$ cat config.mk
export PLATFORM = sky130hd
export DESIGN_NAME = stepper_step_pulse_generator_top
export DESIGN_NICKNAME = d
export VERILOG_FILES = /design/src/stp_pkg.sv /design/src/stp_ctrl.sv /design/src/stp_dpath.sv /design/src/stepper_step_pulse_generator_top.sv
export SDC_FILE = /design/constraint.sdc
export NUM_CORES = 1
export LEC_CHECK = 0
export BUFFER_PORTS_ARGS = -buffer_cell sky130_fd_sc_hd__buf_2
export CORE_AREA = 2 2 279 281
export CTS_CLUSTER_DIAMETER = 200
export DETAILED_ROUTE_END_ITERATION = 6
export DIE_AREA = 0 0 281 283
export GPL_TIMING_DRIVEN = 0
export SLEW_MARGIN = 15
export SYNTH_ARGS = -nofsm -noshare
export SYNTH_HDL_FRONTEND = slang
export SYNTH_HIERARCHICAL = 1
export SYNTH_SLANG_ARGS = --single-unit
$ cat constraint.sdc
create_clock -name clk -period 6.2 [get_ports clk]
set_input_delay 1.24 -clock clk [delete_from_list [all_inputs] [get_ports clk]]
set_output_delay 1.24 -clock clk [all_outputs]
set_load 0.005 [all_outputs]
$ cat src/stp_pkg.sv
// Shared types and constants for the stepper step pulse generator.
// No dependencies; used by stp_ctrl, stp_dpath and the top level.
package stp_pkg;

	localparam int COUNT_BITS  = 24;
	localparam int PERIOD_BITS = 26;
	localparam int PROD_BITS   = 28;
	localparam int DCNT_BITS   = 5;
	localparam int PULSE_TICKS = 5;
	localparam int CFG_BITS    = 12;
	localparam int CFG_IDX_BITS = 3;

	// Ticks in one minute; the period dividend.
	localparam logic [PERIOD_BITS-1:0] MINUTE_TICKS = PERIOD_BITS'(60000000);
	localparam logic [PERIOD_BITS-1:0] PERIOD_RESET = PERIOD_BITS'(1000);

	// Configuration register indexes.
	localparam logic [CFG_IDX_BITS-1:0] REG_SPEED_RPM      = 3'd0;
	localparam logic [CFG_IDX_BITS-1:0] REG_FULL_STEPS     = 3'd1;
	localparam logic [CFG_IDX_BITS-1:0] REG_MICROSTEP      = 3'd2;
	localparam logic [CFG_IDX_BITS-1:0] REG_ACTIVE_LOW     = 3'd3;
	localparam logic [CFG_IDX_BITS-1:0] REG_MOTOR_ENABLED  = 3'd4;

	// Input command codes.
	localparam logic CMD_TICK = 1'b0;
	localparam logic CMD_MOVE = 1'b1;

	typedef struct packed {
		logic                  command;
		logic [COUNT_BITS-1:0] step_count;
		logic                  direction;
	} req_t;

	typedef struct packed {
		logic                  step_pin;
		logic                  dir_pin;
		logic                  enable_pin;
		logic                  busy_res;
		logic [COUNT_BITS-1:0] steps_remaining;
		logic                  rejected;
	} rsp_t;

	// Controller to datapath.
	typedef struct packed {
		logic load;
		logic mul1;
		logic mul2;
		logic div_init;
		logic div_step;
		logic emit;
	} dp_cmd_t;

	// Datapath to controller.
	typedef struct packed {
		logic is_move;
		logic running;
		logic prod_zero;
		logic div_last;
	} dp_stat_t;

endpackage

$ cat src/stp_ctrl.sv
// Sequencing state machine for the stepper step pulse generator.
// Depends on stp_pkg; drives stp_dpath through dp_cmd_t and owns the result valid.
module stp_ctrl (
	input  logic              clk,
	input  logic              arst_n,
	input  logic              req_valid,
	output logic              req_stall,
	output logic              rsp_valid,
	input  logic              rsp_stall,
	input  stp_pkg::dp_stat_t stat,
	output stp_pkg::dp_cmd_t  cmd
);

	localparam logic [2:0] S_IDLE = 3'd0;
	localparam logic [2:0] S_MUL1 = 3'd1;
	localparam logic [2:0] S_MUL2 = 3'd2;
	localparam logic [2:0] S_DCHK = 3'd3;
	localparam logic [2:0] S_DIV  = 3'd4;
	localparam logic [2:0] S_EMIT = 3'd5;

	logic [2:0] state_q;
	logic [2:0] state_d;
	logic       out_valid_q;
	logic       slot_free;

	assign slot_free = !out_valid_q || !rsp_stall;
	assign req_stall = (state_q != S_IDLE);
	assign rsp_valid = out_valid_q;

	always_comb begin
		state_d = state_q;
		cmd     = '0;
		unique case (state_q)
			S_IDLE: begin
				if (req_valid) begin
					cmd.load = 1'b1;
					state_d  = S_MUL1;
				end
			end
			S_MUL1: begin
				cmd.mul1 = 1'b1;
				state_d  = (stat.is_move && !stat.running) ? S_MUL2 : S_EMIT;
			end
			S_MUL2: begin
				cmd.mul2 = 1'b1;
				state_d  = S_DCHK;
			end
			S_DCHK: begin
				if (stat.prod_zero) begin
					state_d = S_EMIT;
				end else begin
					cmd.div_init = 1'b1;
					state_d      = S_DIV;
				end
			end
			S_DIV: begin
				cmd.div_step = 1'b1;
				if (stat.div_last) state_d = S_EMIT;
			end
			S_EMIT: begin
				if (slot_free) begin
					cmd.emit = 1'b1;
					state_d  = S_IDLE;
				end
			end
			default: state_d = S_IDLE;
		endcase
	end

	always_ff @(posedge clk or negedge arst_n) begin
		if (!arst_n) begin
			state_q     <= S_IDLE;
			out_valid_q <= 1'b0;
		end else begin
			state_q <= state_d;
			if (cmd.emit) out_valid_q <= 1'b1;
			else if (!rsp_stall) out_valid_q <= 1'b0;
		end
	end

endmodule

$ cat src/stp_dpath.sv
// Datapath of the stepper step pulse generator: configuration, multiplier,
// radix-2 period divider, step state and the result register. Depends on stp_pkg.
module stp_dpath (
	input  logic                                clk,
	input  logic                                arst_n,
	input  logic                                cfg_we,
	input  logic [stp_pkg::CFG_IDX_BITS-1:0]    cfg_index,
	input  logic [stp_pkg::CFG_BITS-1:0]        cfg_data,
	input  stp_pkg::req_t                       req_data,
	input  stp_pkg::dp_cmd_t                    cmd,
	output stp_pkg::dp_stat_t                   stat,
	output stp_pkg::rsp_t                       rsp_data
);

	localparam int PB = stp_pkg::PERIOD_BITS;
	localparam int QB = stp_pkg::PROD_BITS;
	localparam int CB = stp_pkg::COUNT_BITS;
	localparam int DB = stp_pkg::DCNT_BITS;

	// configuration
	logic [11:0] speed_rpm_q;
	logic [9:0]  full_steps_q;
	logic [5:0]  microstep_q;
	logic        active_low_q;
	logic        motor_enabled_q;

	// latched item
	stp_pkg::req_t req_q;

	// period computation
	logic [21:0]                     p1_q;
	logic [QB-1:0]                   prod_q;
	logic [QB-1:0]                   rem_q;
	logic [PB-1:0]                   quo_q;
	logic [stp_pkg::DCNT_BITS-1:0]   dcnt_q;
	logic [QB:0]                     trial;
	logic [QB:0]                     diff;

	// step state
	logic [PB-1:0] period_q;
	logic          pulse_q;
	logic [PB-1:0] timer_q;
	logic [CB-1:0] steps_q;
	logic          dir_q;
	logic          running_q;

	logic [PB-1:0] n_period;
	logic          n_pulse;
	logic [PB-1:0] n_timer;
	logic [CB-1:0] n_steps;
	logic          n_dir;
	logic          n_running;
	logic          n_rejected;
	logic [PB-1:0] t1;
	logic [CB-1:0] wsteps;

	stp_pkg::rsp_t out_q;

	assign stat.is_move   = (req_q.command == stp_pkg::CMD_MOVE);
	assign stat.running   = running_q;
	assign stat.prod_zero = (prod_q == '0);
	assign stat.div_last  = (dcnt_q == '0);

	always_ff @(posedge clk or negedge arst_n) begin
		if (!arst_n) begin
			speed_rpm_q     <= '0;
			full_steps_q    <= 10'd200;
			microstep_q     <= 6'd1;
			active_low_q    <= 1'b1;
			motor_enabled_q <= 1'b0;
		end else if (cfg_we) begin
			unique case (cfg_index)
				stp_pkg::REG_SPEED_RPM:     speed_rpm_q     <= cfg_data;
				stp_pkg::REG_FULL_STEPS:    full_steps_q    <= cfg_data[9:0];
				stp_pkg::REG_MICROSTEP:     microstep_q     <= cfg_data[5:0];
				stp_pkg::REG_ACTIVE_LOW:    active_low_q    <= cfg_data[0];
				stp_pkg::REG_MOTOR_ENABLED: motor_enabled_q <= cfg_data[0];
				default: ;
			endcase
		end
	end

	// Restoring division, one quotient bit per step, MSB first.
	assign trial = {rem_q, stp_pkg::MINUTE_TICKS[dcnt_q]};
	assign diff  = trial - {1'b0, prod_q};

	always_ff @(posedge clk) begin
		if (cmd.load) req_q <= req_data;
		if (cmd.mul1) p1_q <= 22'(speed_rpm_q) * 22'(full_steps_q);
		if (cmd.mul2) prod_q <= QB'(p1_q) * QB'(microstep_q);
		if (cmd.div_init) begin
			rem_q  <= '0;
			quo_q  <= '0;
			dcnt_q <= DB'(PB - 1);
		end else if (cmd.div_step) begin
			if (!diff[QB]) begin
				rem_q <= diff[QB-1:0];
				quo_q <= {quo_q[PB-2:0], 1'b1};
			end else begin
				rem_q <= trial[QB-1:0];
				quo_q <= {quo_q[PB-2:0], 1'b0};
			end
			dcnt_q <= dcnt_q - 1'b1;
		end
		if (cmd.emit) out_q <= '{
			step_pin:        (n_running & n_pulse) ^ active_low_q,
			dir_pin:         n_dir,
			enable_pin:      motor_enabled_q ^ active_low_q,
			busy_res:        n_running,
			steps_remaining: n_steps,
			rejected:        n_rejected
		};
	end

	assign rsp_data = out_q;

	// Next step state for the item in hand.
	always_comb begin
		n_period   = period_q;
		n_pulse    = pulse_q;
		n_timer    = timer_q;
		n_steps    = steps_q;
		n_dir      = dir_q;
		n_running  = running_q;
		n_rejected = 1'b0;
		t1         = (timer_q != '0) ? timer_q - 1'b1 : timer_q;
		wsteps     = pulse_q ? steps_q - 1'b1 : steps_q;
		if (req_q.command == stp_pkg::CMD_MOVE) begin
			if (running_q) begin
				n_rejected = 1'b1;
			end else begin
				if (prod_q != '0) n_period = quo_q;
				n_dir   = req_q.direction;
				n_steps = req_q.step_count;
				if (req_q.step_count != '0) begin
					n_running = 1'b1;
					n_pulse   = 1'b1;
					n_timer   = PB'(stp_pkg::PULSE_TICKS);
				end
			end
		end else if (running_q) begin
			n_timer = t1;
			if (t1 == '0) begin
				n_steps = wsteps;
				n_pulse = 1'b0;
				if (pulse_q && period_q != '0) begin
					n_timer = period_q;
				end else if (wsteps != '0) begin
					n_pulse = 1'b1;
					n_timer = PB'(stp_pkg::PULSE_TICKS);
				end else begin
					n_running = 1'b0;
					n_timer   = '0;
				end
			end
		end
	end

	always_ff @(posedge clk or negedge arst_n) begin
		if (!arst_n) begin
			period_q  <= stp_pkg::PERIOD_RESET;
			pulse_q   <= 1'b0;
			timer_q   <= '0;
			steps_q   <= '0;
			dir_q     <= 1'b0;
			running_q <= 1'b0;
		end else if (cmd.emit) begin
			period_q  <= n_period;
			pulse_q   <= n_pulse;
			timer_q   <= n_timer;
			steps_q   <= n_steps;
			dir_q     <= n_dir;
			running_q <= n_running;
		end
	end

endmodule

$ cat src/stepper_step_pulse_generator_top.sv
// Top level of the stepper step pulse generator.
// Depends on stp_pkg, stp_ctrl and stp_dpath.
//
// Usage:
//   req channel (req_valid/req_stall/req_data) carries one beat per
//   microsecond tick (command 0) or per move request (command 1, with
//   step_count and direction). Every request beat yields exactly one beat on
//   the rsp channel (rsp_valid/rsp_stall/rsp_data) with the pin levels for
//   the coming tick, busy flag, steps remaining and a reject flag. The user
//   writes configuration registers (cfg_we/cfg_index/cfg_data) only while
//   idle, not enforced by the block; a write takes effect on the next beat.
// Sequence: a tick beat or a refused move passes load, the first multiply
//   and result emission. A move taken while idle also passes the second
//   multiply and the divider check and, when the speed product is nonzero,
//   the radix-2 period divider, one quotient bit per cycle. One request is
//   in flight at a time; the next is taken after the result is emitted.
// Reset: arst_n clears the step state (period 1000 ticks, idle) and loads
//   the register defaults; no result beat is pending.
// Stall: the result register holds its beat while rsp_stall is high; a new
//   request is still taken and worked on, and waits only at its final step.
module stepper_step_pulse_generator_top (
	input  logic                               clk,
	input  logic                               arst_n,
	input  logic                               req_valid,
	output logic                               req_stall,
	input  stp_pkg::req_t                      req_data,
	output logic                               rsp_valid,
	input  logic                               rsp_stall,
	output stp_pkg::rsp_t                      rsp_data,
	input  logic                               cfg_we,
	input  logic [stp_pkg::CFG_IDX_BITS-1:0]   cfg_index,
	input  logic [stp_pkg::CFG_BITS-1:0]       cfg_data
);

	stp_pkg::dp_cmd_t  cmd;
	stp_pkg::dp_stat_t stat;

	// Sequence load, multiply, divide and result emission.
	stp_ctrl u_ctrl (
		.clk       (clk),
		.arst_n    (arst_n),
		.req_valid (req_valid),
		.req_stall (req_stall),
		.rsp_valid (rsp_valid),
		.rsp_stall (rsp_stall),
		.stat      (stat),
		.cmd       (cmd)
	);

	// Hold configuration, step state and the result register.
	stp_dpath u_dpath (
		.clk       (clk),
		.arst_n    (arst_n),
		.cfg_we    (cfg_we),
		.cfg_index (cfg_index),
		.cfg_data  (cfg_data),
		.req_data  (req_data),
		.cmd       (cmd),
		.stat      (stat),
		.rsp_data  (rsp_data)
	);

`ifndef SYNTHESIS
	// A rejected move only happens while a move is running, which it leaves alone.
	a_reject_busy: assert property (@(posedge clk) disable iff (!arst_n)
		rsp_valid && rsp_data.rejected |-> rsp_data.busy_res)
		else $error("rejected beat without busy");

	// An idle block has no steps outstanding.
	a_idle_no_steps: assert property (@(posedge clk) disable iff (!arst_n)
		rsp_valid && !rsp_data.busy_res |-> rsp_data.steps_remaining == '0)
		else $error("steps remaining while idle");

	// One request at a time: after an accept the block stalls.
	a_one_in_flight: assert property (@(posedge clk) disable iff (!arst_n)
		req_valid && !req_stall |=> req_stall)
		else $error("second request taken while busy");
`endif

endmodule
Word-level counts from Yosys, hierarchy flattened
Memory sizes are Yosys's and may differ from the RTL's. A register that Yosys moved wholly into a read port is not among the register bits.
Cells that the tools add are included.
Widths: inputs -> output; s select.
{"block": "op_classes", "n_addsub": 4, "mul": 2, "order_cmp": 1, "n_eq_ne": 14, "mux": 51, "bitwise": 4, "reduce_logical": 27}
{"operator": "$mux 26", "count": 7}
{"operator": "$mux 24", "count": 5}
{"operator": "$reduce_bool 26->1", "count": 2}
{"operator": "$reduce_bool 24->1", "count": 2}
{"operator": "$mux 1", "count": 30}
{"operator": "$sub 29x28->29", "count": 1}
{"operator": "$logic_not 28->1", "count": 1}
{"operator": "$mul 22x6->28", "count": 1}
{"operator": "$mux 28", "count": 1}
{"operator": "$reduce_bool 28->1", "count": 1}
{"operator": "$logic_not 26->1", "count": 1}
{"operator": "$sub 26x1->26 const B", "count": 1}
{"operator": "$sub 24x1->24 const B", "count": 1}
{"operator": "$mul 12x10->22", "count": 1}
{"operator": "$pmux 3 s6", "count": 1}
{"operator": "$mux 3", "count": 5}
{"operator": "$eq 3x2->1 const B", "count": 4}
{"operator": "$mux 5", "count": 2}
{"operator": "$reduce_and 2->1", "count": 5}
{"operator": "$eq 3x3->1 const B", "count": 3}
{"operator": "$reduce_and 4->1", "count": 2}
{"operator": "$eq 3x1->1 const B", "count": 2}
{"operator": "$logic_not 3->1", "count": 2}
{"operator": "$lt 5x6->1 const B", "count": 1}
{"operator": "other kinds (13)", "count": 21}
{"block": "word_totals", "regBits": 277, "mem_bits_ro": 32, "inputBits": 46, "wordCells": 131, "n_memories": 1}
{"name": "(no name shown)", "words": 32, "width": 1, "rd": 1, "rd_clocked_by_memory_dff": 1, "wr": 0, "line_no": "stp_dpath.sv:84", "text": "assign trial = {rem_q, stp_pkg::MINUTE_TICKS[dcnt_q]};"}

Logic depth before layout (Yosys ltp)
{"block": "logic_depth", "word_depth": 10, "ltp_mapped": 22, "depth_no_buf": 21}

Modules after synthesis
The synthesis kept the hierarchy.
{"mod": "stp_dpath", "n_inst": 1, "cells_per_inst": 2445, "area_each_um2": 22505.3}
{"mod": "stp_ctrl", "n_inst": 1, "cells_per_inst": 30, "area_each_um2": 279.0}

Worst setup path after synthesis
OpenSTA, ideal clock, no wires.
{"block": "synth_path", "path_type": "reg-to-reg", "from": "register u_dpath.full_steps_q[3]", "to": "register u_dpath.p1_q[21], data pin", "arrival_time_ns": 5.339, "setup_slack_ns": 0.593, "stages_incl_launch_ff": 21, "path_buffers": 1, "path_cell_list": "dfstp_2 > clkbuf_1 > nand2_1 > fa_1 > inv_1 > fa_1 > inv_1 > fa_1 > inv_1 > fa_1 > inv_1 > fa_1 > inv_1 > ha_1 > or3_1 > o211ai_1 > o31ai_1 > o211ai_1 > nand3_1 > o41ai_1 > xnor2_1"}
{"block": "synth_via", "elab_chain_len": 1}
{"item": "start, declared", "line_no": "stp_dpath.sv:22", "text": "logic [9:0] full_steps_q;"}
{"item": "start signal, assigned", "line_no": "stp_dpath.sv:74", "text": "stp_pkg::REG_FULL_STEPS: full_steps_q <= cfg_data[9:0];"}
{"item": "$mul 12x10->22", "line_no": "stp_dpath.sv:89", "text": "if (cmd.mul1) p1_q <= 22'(speed_rpm_q) * 22'(full_steps_q);"}
{"item": "end signal, assigned", "line_no": "stp_dpath.sv:89"}
{"item": "end, declared", "line_no": "stp_dpath.sv:31", "text": "logic [21:0] p1_q;"}
Every way passes these cells.
A chain may end at the register's enable or synchronous reset.

Worst setup path in the final report
{"block": "layout_path", "from": "register u_dpath.full_steps_q[6]", "to": "register u_dpath.p1_q[21], data pin"}
The elaborated chain is that of the path after synthesis.

==> impl_metrics.env <==
export IMPL_yosysTopAreaCell="sky130_fd_sc_hd__fa_1"
export IMPL_portBuffers=76
export IMPL_grtUsageTotal_pct=15.08
export IMPL_drt_iter0_markers=1396
export IMPL_tightest_slew_ns=1.214
export IMPL_path_clk_slew_ns=0.06
export IMPL_dieArea_um2=79520
export IMPL_report_final_setup_viol=0
export IMPL_period_minus_slack_ns=5.994
export IMPL_timing_reg2reg_setup_slack_ns=0.21
export IMPL_syn_num_nets=2807
export IMPL_grt_max_degree=72
export IMPL_worst_endpoint_arrival_ns=6.29
export IMPL_synth_warnings=6
export IMPL_synth_enable_flop_cells=105
export IMPL_synth_cell_types=91
export IMPL_clock_tree_buffer_depth=3
export IMPL_routed_wl_mm=59.75
export IMPL_antenna_cells_inserted=0
export IMPL_worstSetupPathType="reg2reg"
export IMPL_maxSlewViolCount=0
export IMPL_yosys_register_bits=278
export IMPL_placed_cell_area_um2=24580
export IMPL_drt_pre_antenna_iters=5
export IMPL_max_freq_ghz=0.1668
export IMPL_ys_flop_type="sky130_fd_sc_hd__edfxtp_1"
export IMPL_clkLatencyLatePin_ns=0.59
export IMPL_sinks_on_clock_net=278
export IMPL_clock_root_buffer="sky130_fd_sc_hd__clkbuf_16"
export IMPL_hold_viol_final=0
export IMPL_drt_drc_violations_left=0
export IMPL_area_delta_synth_final_pct=13.14
export IMPL_total_congestion_overflow=0
export IMPL_top_level_ports=77
export IMPL_initial_util_pct=29.71
export IMPL_timing_rr_start="u_dpath/full_steps_q[6]$_DFFE_PN1P_"
export IMPL_final_period_utilization_pct=96.67
export IMPL_rsz0062_at_grt="no"
export IMPL_global_route_wire_length_before_repair_mm=97.80
export IMPL_postSynth_asyncResetShare_pct=40.65
export IMPL_final_layout_size_suffix_gt1_share_pct=10.10
export IMPL_first_global_vias=18170
export IMPL_final_setup_skew_ns=0.04357
export IMPL_holdCritStartpoint="u_dpath/quo_q[8]$_SDFFE_PP0P_"
export IMPL_synth_yosys_seq_area_share_pct=31.58
export IMPL_wire_per_inst_um=16.36
export IMPL_die_height_um=283
export IMPL_final_nets=2918
export IMPL_status="finished, final reports clean"
export IMPL_fillers=7995
export IMPL_met3_usage_pct=1.806
export IMPL_rows=102
export IMPL_post_route_design_area_um2=25780
export IMPL_pre_cts_slack_ns=-0.08874
export IMPL_worst_hold_endpoint="u_dpath/period_q[8]$_DFFE_PN1P_"
export IMPL_cts_inserted_buffers=35
export IMPL_groute_layer_met2_usage_pct=23.56
export IMPL_syn_mean_instance_area_um2=9.206
export IMPL_synth_top_area_share_pct=14.06
export IMPL_finalWorstSetupSlack_ns=0.2064
export IMPL_place_detailed_hpwl_mm=46.27
export IMPL_hold_class="reg2reg"
export IMPL_globalRoute_busiestLayer="met2"
export IMPL_tritoncts="done"
export IMPL_rr_worst_depth=20
export IMPL_cp_end_kind="flop"
export IMPL_antenna_left=0
export IMPL_max_slew_margin_pct=18.21
export IMPL_routed_via_count=18400
export IMPL_rr_endpoint="u_dpath/p1_q[21]$_DFFE_PP_"
export IMPL_timing_critical_path_required_ns=6.49
export IMPL_synthesis_area_um2=22780
export IMPL_yosys_top_cells_area="sky130_fd_sc_hd__fa_1 (14%), sky130_fd_sc_hd__edfxtp_1 (14%), sky130_fd_sc_hd__dfrtp_1 (11%)"
export IMPL_initial_antenna_violation_count=0
export IMPL_netlist_instances=2475
export IMPL_met1_usage_pct=21.34
export IMPL_placeableCoreArea_um2=76700
export IMPL_worst_setup_path_start_kind="flop"
export IMPL_detail_route_vias_per_cell=5.036
export IMPL_fin_setup_tns_ns=0
export IMPL_timing_critical_path_fanout_max=10
export IMPL_h_tree_depth=2
export IMPL_hold_bufs_inserted_after_cts=0
export IMPL_gp_routability_congestion=0.9302
export IMPL_die_w_um=281
export IMPL_min_delay_path_depth=1
export IMPL_cap_violations=0
-- worst max-delay path, cell delays in order (launching register included) --
cell	delay, ns
sky130_fd_sc_hd__dfstp_2	0.54
sky130_fd_sc_hd__clkbuf_1	0.34
sky130_fd_sc_hd__nand2_1	0.14
sky130_fd_sc_hd__fa_1	0.49
sky130_fd_sc_hd__fa_1	0.55
sky130_fd_sc_hd__inv_1	0.05
sky130_fd_sc_hd__fa_1	0.39
sky130_fd_sc_hd__fa_1	0.54
sky130_fd_sc_hd__inv_1	0.05
sky130_fd_sc_hd__fa_1	0.53
sky130_fd_sc_hd__inv_1	0.04
sky130_fd_sc_hd__ha_1	0.34
sky130_fd_sc_hd__a21o_1	0.17
sky130_fd_sc_hd__a21oi_1	0.22
sky130_fd_sc_hd__nor2_1	0.08
sky130_fd_sc_hd__a21oi_1	0.25
sky130_fd_sc_hd__o31ai_1	0.20
sky130_fd_sc_hd__o211ai_1	0.24
sky130_fd_sc_hd__nand3_1	0.12
sky130_fd_sc_hd__o41ai_1	0.34
sky130_fd_sc_hd__xnor2_1	0.12
-- layer usage --
layer	vias to the layer above	wire, um
met5	-	0
met4	0	2092
met3	109	3164
met2	488	26430
met1	8962	28060
li1	8839	-
-- metrics by stage --
stage,utilization [%],hold slack [ns],cells
final,33.61,0.4894,3653
after global routing,33.61,0.5014,3653
after CTS,33.63,0.4943,3658
after detailed placement,32.05,0.4880,3595
after global placement,31.90,0.4798,3591
after floorplan,-,0.4556,2475
-- cell usage in the layout (no fill, tap or decap), types with 20 or more instances in the layout --
cell                          n
sky130_fd_sc_hd__edfxtp_1   105
sky130_fd_sc_hd__mux2_2      59
sky130_fd_sc_hd__nor2_1     159
sky130_fd_sc_hd__clkbuf_16   35
sky130_fd_sc_hd__nand3_1     58
sky130_fd_sc_hd__dfxtp_1     60
sky130_fd_sc_hd__nor4_1      57
sky130_fd_sc_hd__inv_1      230
sky130_fd_sc_hd__xnor2_1     58
sky130_fd_sc_hd__clkbuf_1   109
sky130_fd_sc_hd__a311oi_1    28
sky130_fd_sc_hd__mux2i_1     35
sky130_fd_sc_hd__nand2b_1    32
sky130_fd_sc_hd__buf_2       88
sky130_fd_sc_hd__o21ai_0    100
sky130_fd_sc_hd__ha_1       126
sky130_fd_sc_hd__fa_1       160
sky130_fd_sc_hd__dfrtp_1    102
sky130_fd_sc_hd__and2_1     124
sky130_fd_sc_hd__nand2_1    309
sky130_fd_sc_hd__a21oi_1     90
sky130_fd_sc_hd__a21o_1      20
sky130_fd_sc_hd__nor3_1      55
sky130_fd_sc_hd__o211ai_1    33
-- cells by family after synthesis --
logic type,synth area share [%]
AND/OR/NAND/NOR,20.87
AO/OA/AOI/OAI,13.10
buffers and inverters,6.282
adder cells (fa/ha/maj),20.98
flip-flops,31.58
multiplexers,4.454
XOR/XNOR,2.729
-- state kept, by name, indices dropped and copies added, names as in the netlist, 5 cells and up --
name / count
u_dpath/dcnt_q: 5
u_dpath/full_steps_q: 10
u_dpath/microstep_q: 6
u_dpath/p1_q: 22
u_dpath/period_q: 26
u_dpath/prod_q: 28
u_dpath/quo_q: 26
u_dpath/rem_q: 28
u_dpath/req_q: 25
u_dpath/rsp_data: 29
u_dpath/speed_rpm_q: 12
u_dpath/steps_q: 24
u_dpath/timer_q: 26
-- synthesized netlist by cell type, drive strengths merged (13+ instances only) --
cell type	instances
o21ai	100
nor2	161
a211oi	16
a21o	21
nand4	18
xnor2	58
dfxtp	60
buf	26
or3	22
o31a	17
nand3	58
o211ai	33
a21oi	91
mux2i	35
ha	126
nand2	309
a221o	18
dfrtp	102
xor2	13
edfxtp	105
inv	230
nor3	57
a311oi	28
and3	17
nor2b	19
fa	160
and2	125
o21a	16
clkbuf	112
nand2b	32
mux2	59
o31ai	13
nor4	62
-- what timing repair did --
action                                  4_1_cts  5_1_grt
pin swaps                                     0        1
resized for setup                             0        2
endpoints found under the setup margin        1        2
setup buffers                                 0        1
-- layout make-up --
class / instances / area [um2] / share of cell area, %
multi-input combinational: 1828 / 14200 / 55.07
tap: 1040 / 1301 / 5.048
clock buffer: 42 / 922.1 / 3.577
timing repair buffer: 81 / 467.9 / 1.815
sequential: 278 / 7196 / 27.91
buffer: 131 / 539.3 / 2.092
inverter: 231 / 867.1 / 3.364
clock inverter: 22 / 287.8 / 1.116
-- worst max path at each step --
stage	startpoint	endpoint	slack (ns)	cells past startpoint
finish	u_dpath/full_steps_q[6]$_DFFE_PN1P_	u_dpath/p1_q[21]$_DFFE_PP_	0.21	20
detailed placement	u_dpath/full_steps_q[3]$_DFFE_PN1P_	u_dpath/p1_q[21]$_DFFE_PP_	-0.09	20
CTS	u_dpath/full_steps_q[2]$_DFFE_PN0P_	u_dpath/p1_q[21]$_DFFE_PP_	0.09	20
floorplan	u_dpath/full_steps_q[3]$_DFFE_PN1P_	u_dpath/p1_q[21]$_DFFE_PP_	0.59	20
global route	u_dpath/speed_rpm_q[8]$_DFFE_PN0P_	u_dpath/p1_q[21]$_DFFE_PP_	0.02	20
global placement	rsp_stall	u_dpath/timer_q[16]$_DFFE_PN0P_	-1.05	7
Power is not shown: default switching activity piles up to over one toggle a cycle in this logic, so the estimate is an artifact.
